--- src/crc32_byte_stream_top_macros.svh ---
// assertion macros used by the crc core of the crc32 byte stream block
`ifndef CRC32_BYTE_STREAM_TOP_MACROS_SVH
`define CRC32_BYTE_STREAM_TOP_MACROS_SVH

// checked at every edge, reset included
`define CRCB_ASSERT(label, prop, msg) \
  label: assert property (@(posedge clk) prop) else $error(msg);

// checked only outside reset
`define CRCB_ASSERT_RUN(label, prop, msg) \
  label: assert property (@(posedge clk) disable iff (!rst_n) prop) else $error(msg);

`endif

--- src/crcb_pkg.sv ---
// types, constants, and the byte fold and byte swap functions of the crc32 byte stream block
`default_nettype none

package crcb_pkg;

  localparam logic [31:0] CRC_POLY = 32'hedb88320;
  localparam logic [31:0] CRC_INIT = 32'hffffffff;

  // one registered request between the input stage and the crc core
  typedef struct packed {
    logic       valid;
    logic [7:0] data;
    logic       last;
  } crcb_req_t;

  // fold one byte into the running crc, lsb first
  function automatic logic [31:0] crc_fold_byte(input logic [31:0] crc_in,
                                                input logic [7:0]  data);
    logic [31:0] crc;
    logic        fb;
    crc = crc_in;
    for (int k = 0; k < 8; k++) begin
      fb  = crc[0] ^ data[k];
      crc = {1'b0, crc[31:1]} ^ (fb ? CRC_POLY : 32'h0);
    end
    return crc;
  endfunction

  function automatic logic [31:0] crc_swap_bytes(input logic [31:0] v);
    return {v[7:0], v[15:8], v[23:16], v[31:24]};
  endfunction

endpackage

`default_nettype wire

--- src/crcb_in_stage.sv ---
// input register stage of the crc32 byte stream block
`default_nettype none

module crcb_in_stage
  import crcb_pkg::*;
(
  input  wire logic       clk,
  input  wire logic       rst_n,
  input  wire logic       in_valid,
  output logic            in_stall,
  input  wire logic [7:0] in_data_byte,
  input  wire logic       in_last,
  output crcb_req_t       req,
  input  wire logic       take
);

  logic       valid_r;
  logic [7:0] data_r;
  logic       last_r;

  // register is free when empty or when the core takes it this cycle
  assign in_stall = valid_r && !take;

  always_ff @(posedge clk) begin
    if (!rst_n) begin
      valid_r <= 1'b0;
    end else if (!in_stall) begin
      valid_r <= in_valid;
    end
  end

  always_ff @(posedge clk) begin
    if (in_valid && !in_stall) begin
      data_r <= in_data_byte;
      last_r <= in_last;
    end
  end

  assign req = '{valid: valid_r, data: data_r, last: last_r};

endmodule

`default_nettype wire

--- src/crcb_core.sv ---
// running crc register, byte fold and result register
`default_nettype none

module crcb_core
  import crcb_pkg::*;
(
  input  wire logic       clk,
  input  wire logic       rst_n,
  input  wire crcb_req_t  req,
  output logic            take,
  output logic            out_valid,
  input  wire logic       out_stall,
  output logic [31:0]     out_crc_value
);

`include "crc32_byte_stream_top_macros.svh"

  logic [31:0] crc_r;
  logic [31:0] crc_nxt;
  logic [31:0] fold;
  logic        out_valid_r;
  logic [31:0] out_crc_r;

  // a last byte needs the result register free or draining
  assign take = req.valid && (!req.last || !out_valid_r || !out_stall);

  assign fold    = crc_fold_byte(crc_r, req.data);
  assign crc_nxt = req.last ? CRC_INIT : fold;

  always_ff @(posedge clk) begin
    if (!rst_n) begin
      crc_r       <= CRC_INIT;
      out_valid_r <= 1'b0;
    end else begin
      if (take) begin
        crc_r <= crc_nxt;
      end
      if (take && req.last) begin
        out_valid_r <= 1'b1;
      end else if (!out_stall) begin
        out_valid_r <= 1'b0;
      end
    end
  end

  always_ff @(posedge clk) begin
    if (take && req.last) begin
      out_crc_r <= ~crc_swap_bytes(fold);
    end
  end

  assign out_valid     = out_valid_r;
  assign out_crc_value = out_crc_r;

  `CRCB_ASSERT(a_reset_crc, !rst_n |=> crc_r == CRC_INIT, "crc not all ones after reset")
  `CRCB_ASSERT_RUN(a_last_gives_result, take && req.last |=> out_valid_r,
                   "last byte taken without a result")
  `CRCB_ASSERT_RUN(a_last_restarts, take && req.last |=> crc_r == CRC_INIT,
                   "crc not restarted after last byte")
  `CRCB_ASSERT_RUN(a_no_overwrite, out_valid_r && out_stall |-> !(take && req.last),
                   "pending result overwritten")

endmodule

`default_nettype wire

--- src/crc32_byte_stream_top.sv ---
// crc32 byte stream: accepts one byte per cycle unless in_stall is high, gives a crc per message
// an accepted last byte is registered in the input stage, then its crc in the result register, which drives out_valid
// throughput: one byte per cycle while not stalled, set by the combinational 8-bit crc fold
// a result stalled at the output holds the core only when the next last byte arrives
// synchronous active-low reset empties both registers and sets the crc to all ones
`default_nettype none

module crc32_byte_stream_top
  import crcb_pkg::*;
(
  input  wire logic        clk,
  input  wire logic        rst_n,
  input  wire logic        in_valid,
  output logic             in_stall,
  input  wire logic [7:0]  in_data_byte,
  input  wire logic        in_last,
  output logic             out_valid,
  input  wire logic        out_stall,
  output logic [31:0]      out_crc_value
);

  crcb_req_t req;
  logic      take;

  crcb_in_stage u_in_stage (
    .clk          (clk),
    .rst_n        (rst_n),
    .in_valid     (in_valid),
    .in_stall     (in_stall),
    .in_data_byte (in_data_byte),
    .in_last      (in_last),
    .req          (req),
    .take         (take)
  );

  crcb_core u_core (
    .clk           (clk),
    .rst_n         (rst_n),
    .req           (req),
    .take          (take),
    .out_valid     (out_valid),
    .out_stall     (out_stall),
    .out_crc_value (out_crc_value)
  );

endmodule

`default_nettype wire

--- config.mk ---
export PLATFORM = sky130hd
export DESIGN_NAME = crc32_byte_stream_top
export DESIGN_NICKNAME = d
export VERILOG_FILES = /design/src/crcb_pkg.sv /design/src/crcb_in_stage.sv /design/src/crcb_core.sv /design/src/crc32_byte_stream_top.sv
export VERILOG_INCLUDE_DIRS = /design/src /design/src/src
export SDC_FILE = /design/constraint.sdc
export NUM_CORES = 1
export LEC_CHECK = 0
export CAP_MARGIN = 20
export CORE_ASPECT_RATIO = 1.4
export CORE_UTILIZATION = 55
export CTS_CLUSTER_SIZE = 10
export DETAILED_ROUTE_END_ITERATION = 10
export DONT_BUFFER_PORTS = 1
export PLACE_DENSITY = 0.79
export SLEW_MARGIN = 15
export SYNTH_ARGS = -nofsm -noshare
export SYNTH_HDL_FRONTEND = slang
export SYNTH_HIERARCHICAL = 1
export SYNTH_SLANG_ARGS = --single-unit
--- constraint.sdc ---
create_clock -name clk -period 3.2 [get_ports clk]
set_clock_uncertainty 0.1 [all_clocks]
set_input_delay 0.32 -clock clk [delete_from_list [all_inputs] [get_ports clk]]
set_output_delay 0.32 -clock clk [all_outputs]
set_load 0.05 [all_outputs]
==> results of run 1 <==
-- layer usage --
metal	vias up	global-route usage [%]
li1	854	-
met1	853	25.0
met2	48	33.3
met3	9	6.59
met4	0	11.7
met5	-	0
-- cell usage after synthesis --
master / n / share of area, %
edfxtp_1: 41 / 39
dfxtp_1: 34 / 21
xnor2_1: 32 / 8.8
xor2_1: 20 / 5.5
o211ai_1: 19 / 4.5
nand2_1: 18 / 2.1
xnor2_2: 13 / 6.7
a21oi_1: 12 / 1.9
o21ai_0: 11 / 1.7
clkbuf_1: 8 / 0.95
nor3_1: 4 / 0.63
buf_4: 2 / 0.47
inv_1: 2 / 0.24
nand2b_1: 2 / 0.39
nor2b_1: 2 / 0.39
xnor3_1: 2 / 1.4
a21boi_0: 1 / 0.24
a32oi_1: 1 / 0.28
and2_1: 1 / 0.20
nand3_1: 1 / 0.16
nor2_1: 1 / 0.12
nor2b_4: 1 / 0.43
o211ai_2: 1 / 0.39
o21a_1: 1 / 0.24
o21ai_1: 1 / 0.16
xnor2_4: 1 / 0.87
xor3_1: 1 / 0.75
-- state kept, by name, summed over array words and instances (netlist names) --
name	count
u_in_stage/data_r	8
u_core/crc_r	32
u_in_stage/valid_r	1
u_in_stage/last_r	1
u_core/out_valid	1
u_core/out_crc_value	32
-- worst max-delay path: stages, from the launching register on --
cell and delay (ns):
dfxtp_1 0.72, nand3_1 0.14, nand2_1 0.13, inv_1 0.12, nor2b_4 0.35
-- through the flow --
stage	util [%]	hold slack (ns)
floorplan	-	0.319
global placement	58.7	0.287
detailed placement	58.7	0.289
CTS	64.9	0.0313
global route	64.9	0.0553
finish	64.9	0.0480
-- cell families (layout without fill, tap and decap cells) --
kind of cell | Yosys count | in the layout | synth area share (%)
buffers and inverters | 12 | 32 | 1.66
and+or+nand+nor | 30 | 30 | 4.46
AOI/OAI and AO/OA | 47 | 47 | 9.44
DFF | 75 | 75 | 60.3
xor gates and xnor gates | 69 | 69 | 24.1
-- area by class of cell --
cell class / instances / area (sq um) / area share (%)
clock buffer: 10 / 128 / 3.56
clock inverter: 6 / 105 / 2.93
inverter: 2 / 7.51 / 0.209
multi-input combinational: 146 / 1210 / 33.9
sequential: 75 / 1910 / 53.3
tap: 68 / 85.1 / 2.37
timing repair buffer: 14 / 133 / 3.70
-- worst max path at each step --
stage / cells after the start / to / startpoint
5_1_grt: 5 / u_in_stage/data_r[4] / u_core/out_valid
4_1_cts: 4 / in_stall / u_core/out_valid
2_1_floorplan: 5 / u_core/crc_r[25] / u_core/out_valid
3_3_place_gp: 5 / u_in_stage/data_r[2] / u_core/out_valid
6_report: 4 / in_stall / u_core/out_valid
3_5_place_dp: 5 / u_in_stage/data_r[1] / u_core/out_valid
-- power by group through the flow --
stage               sequential [mW]  combinational [mW]  clock, mW
floorplan                      1.49               0.655          0
global placement               1.51               0.807          0
detailed placement             1.51               0.815          0
CTS                            1.49               0.836      0.859
global route                   1.50               0.897      0.894
finish                         1.49               0.831      0.843
==> metrics.csv, run 1 <==
metric;value;unit
outcome;finished, final reports clean;
Worst Tran Pin Value;0.743;ns
Crit path required time;2.78;ns
met2 wire length;2.80;mm
DR iter-0 viols;89;
peak supply drop;0.000541;V
Startpoint Class;register;
fmax;449;MHz
Vias;1764;
Hold EP;u_core/out_valid;
Hold Crit Start;out_stall;
commonest non-fill, non-tap cell in the layout;edfxtp_1;
I/O Buffers;0;
worst slack, placed;1.03;ns
dpl hpwl;3.94;mm
Area after DPL;0.00324;sq mm
Core Region;0.00553;sq mm
Synth warnings;6;
Initial Util;57.3;%
number of fill cells;433;
Hold Path Class;input port to register;
routed length on met3;235;microns
final setup margin;0.972;ns
fin area;0.00358;sq mm
DR DRC count;0;
# H-tree levels;3;
CP endpoint kind;output pin;
DRT Wirelength;5.56;mm
Pwr Total;3.16;mW
setup slack, reg-to-reg;1.05;ns
Placed Cells incl. Taps;294;
Worst Hold Depth;2;
syn_nets;246;
Power Density;882;mW/mm^2
overall die height;91.8;microns
first-pass GRT wire length;8.88;mm
Cell Area, Synth;0.00317;sq mm
clk root buf;clkbuf_8;
Global Route Usage Sum;21.1;%
switch share;33.4;%
CTS clk-pin slew, worst paths;0.07;ns
largest fanout on the critical path;5;
crit share post-route;69.6;%
Synth Area per Inst;13.6;sq um
DR top layer;met4;
Reg-to-Reg End;u_in_stage/data_r[1];
Final Slew Violations;0;
TNS Setup;0;ns
Net count, final;261;
crit path kind;register to output pin;
reg2reg start;u_core/out_valid;
Hold Vio Cnt, Final;0;
GRT overflow;0;
Switch Pwr;1.06;mW
layout cell share with drive strength beyond 1;13.8;%
relative slew slack;50.4;%
synthesis-to-layout area growth;13.2;%
# IOs;47;
GPL Wtd Cong;0.878;
unrepaired setup endpoints after global routing;no;
pin count of the biggest net entering global routing;52;
register bit total from synthesis;75;
WL met1;2.41;mm
1st-pass router iterations;4;
drt wl/cell;17.3;microns
TritonCTS Sinks;75;
Arr. time, crit path;1.81;ns
combinational group share of total power;26.3;%
Distinct cells, synth;27;
most frequent cells in the layout;41 x edfxtp_1, 34 x dfxtp_1, 32 x xnor2_1, 20 x xor2_1, 19 x o211ai_1;
std cell rows;32;
Int Pwr;2.10;mW
full die area;0.00607;sq mm
register area share after synthesis;60.3;%
post-route insts no fill;321;
post-CTS sizing;0;
# diodes;0;
Final setup viols;0;
CTS Buf Count;9;
sequential power share;47.1;%
Clock power frac;26.6;%
worst-case reg-to-reg path depth;5;
Antenna Nets Post-Route;0;
clock buffer depth;2;
Post-CTS Setup Bufs;0;
Leakage;1.30;nW
vias in the first global route;1715;
Final min period;2.23;ns
Clock Latency Late Sink;0.35;ns
initial antenna violation count;0;
CTS tree;done;
Post-CTS Hold Fix Bufs;11;
max_cap viols;0;
Cells after Synth;233;
chip width;66.1;microns
vias per std cell;5.50;
(Power assumes the default switching activity.)
==> inputs of run 2 (changes only) <==
Settings changed: PLACE_DENSITY 0.79 to 0.76.
Clock period 3.2 ns to 2.3 ns, I/O delays scaled along.
==> metrics.csv, run 2 (synthesized netlist as in run 1, its figures left out) <==
metric;value;unit;change
largest fanout on the critical path;6;;+1
Final Slew Violations;0;;unchanged
clock buffer depth;2;;unchanged
GPL Wtd Cong;0.856;;-2.6%
GRT overflow;0;;unchanged
Final setup viols;0;;unchanged
crit share post-route;90.4;%;
post-CTS sizing;0;;unchanged
DR DRC count;0;;unchanged
Global Route Usage Sum;21.2;%;+0.093 points
Hold EP;u_core/crc_r[30];;
relative slew slack;56.8;%;+6.5 points
Hold Crit Start;rst_n;;
drt wl/cell;17.1;microns;-1.6%
Post-CTS Setup Bufs;0;;unchanged
# IOs;47;;unchanged
Net count, final;270;;+3.4%
initial antenna violation count;0;;unchanged
number of fill cells;422;;-2.5%
DRT Wirelength;5.63;mm;+1.2%
Placed Cells incl. Taps;302;;+2.7%
unrepaired setup endpoints after global routing;no;;
Core Region;0.00553;sq mm;unchanged
TNS Setup;0;ns;unchanged
DR top layer;met4;;
Startpoint Class;register;;
Hold Vio Cnt, Final;0;;unchanged
# H-tree levels;3;;unchanged
Power Density;1160;mW/mm^2;+31%
worst-case reg-to-reg path depth;3;;-2
Leakage;1.32;nW;+1.5%
pin count of the biggest net entering global routing;28;;-46%
I/O Buffers;0;;unchanged
commonest non-fill, non-tap cell in the layout;edfxtp_1;;
Antenna Nets Post-Route;0;;unchanged
reg2reg start;u_in_stage/data_r[2];;
first-pass GRT wire length;9.16;mm;+3.1%
Worst Tran Pin Value;0.643;ns;-0.100 ns
1st-pass router iterations;4;;unchanged
Hold Path Class;input port to register;;
final setup margin;0.221;ns;-0.751 ns
Arr. time, crit path;2.05;ns;+0.24 ns
Crit path required time;2.27;ns;-0.51 ns
crit path kind;register to register;;
Worst Hold Depth;2;;unchanged
synthesis-to-layout area growth;13.9;%;
setup slack, reg-to-reg;0.22;ns;-0.83 ns
Vias;1763;;-0.057%
DR iter-0 viols;117;;+31%
Pwr Total;4.18;mW;+32%
routed length on met3;205;microns;-13%
TritonCTS Sinks;75;;unchanged
Hold WS;0.0532;ns;+0.00524 ns
CP endpoint kind;register;;
clk root buf;clkbuf_8;;
vias in the first global route;1753;;+2.2%
WL met1;2.44;mm;+1.4%
dpl hpwl;3.99;mm;+1.3%
post-route insts no fill;330;;+2.8%
outcome;finished, final reports clean;;
full die area;0.00607;sq mm;unchanged
peak supply drop;0.000556;V;+2.7%
chip width;66.1;microns;unchanged
CTS clk-pin slew, worst paths;0.08;ns;about the same
beginning of the critical path;u_in_stage/data_r[2];;
vias per std cell;5.34;;-2.8%
most frequent cells in the layout;41 x edfxtp_1, 34 x dfxtp_1, 32 x xnor2_1, 20 x xor2_1, 19 x o211ai_1;;
Reg-to-Reg End;u_core/out_crc_value[13];;
met2 wire length;2.84;mm;+1.5%
Final min period;2.08;ns;
CTS tree;done;;
Initial Util;57.3;%;unchanged
fmax;481;MHz;
std cell rows;32;;unchanged
Clock Latency Late Sink;0.34;ns;about the same
CTS Buf Count;9;;unchanged
overall die height;91.8;microns;unchanged
max_cap viols;0;;unchanged
layout cell share with drive strength beyond 1;16.0;%;+2.2 points
worst slack, placed;0.221;ns;-0.806 ns
# diodes;0;;unchanged
[run 2: how the worst max path moves through the flow]
stage                               endpoint  slack [ns]  cells past startpoint
global route        u_core/out_crc_value[13]        0.14                      3
detailed placement  u_core/out_crc_value[13]        0.22                      3
CTS                 u_core/out_crc_value[13]        0.21                      3
finish              u_core/out_crc_value[13]        0.22                      3
floorplan               u_in_stage/data_r[0]        0.25                      5
global placement    u_core/out_crc_value[13]        0.29                      4
[run 2: critical path, stage by stage (launching register included)]
cell and delay [ns]:
edfxtp_1 0.42, xnor2_2 0.24, xnor2_1 0.58, xnor3_1 0.48
[run 2: what timing repair did]
item                                    in CTS  in global routing
endpoints found under the hold margin       17                  0
endpoints found under the setup margin       0                  0
hold buffers                                12                  0
[run 2: cell type report]
| class | count | area (sq um) | share of cell area, % |
|---|---|---|---|
| Inverter | 2 | 7.51 | 0.208 |
| Sequential cell | 75 | 1910 | 53.0 |
| Clock buffer | 11 | 131 | 3.64 |
| Multi-Input combinational cell | 146 | 1210 | 33.7 |
| Clock inverter | 5 | 53.8 | 1.49 |
| Tap cell | 68 | 85.1 | 2.36 |
| Timing Repair Buffer | 23 | 203 | 5.62 |
[run 2: layer usage]
metal / track usage [%] / vias to the layer above
met1: 27.4 / 833
met2: 33.4 / 51
li1: - / 867
met3: 4.48 / 12
met4: 10.1 / 0
met5: 0 / -
[run 2: power breakdown]
part | leakage (nW) | switching [mW] | internal [mW]
registers | 0.662 | 0.358 | 1.71
logic | 0.564 | 0.642 | 0.524
clock network | 0.0971 | 0.448 | 0.498
[run 2: per-stage QoR]
| step | area [sq um] | utilization, % |
|---|---|---|
| finish | 3610 | 65.3 |
| global route | 3610 | 65.3 |
| CTS | 3610 | 65.3 |
| floorplan | 3180 | - |
| detailed placement | 3300 | 59.8 |
| global placement | 3300 | 59.8 |
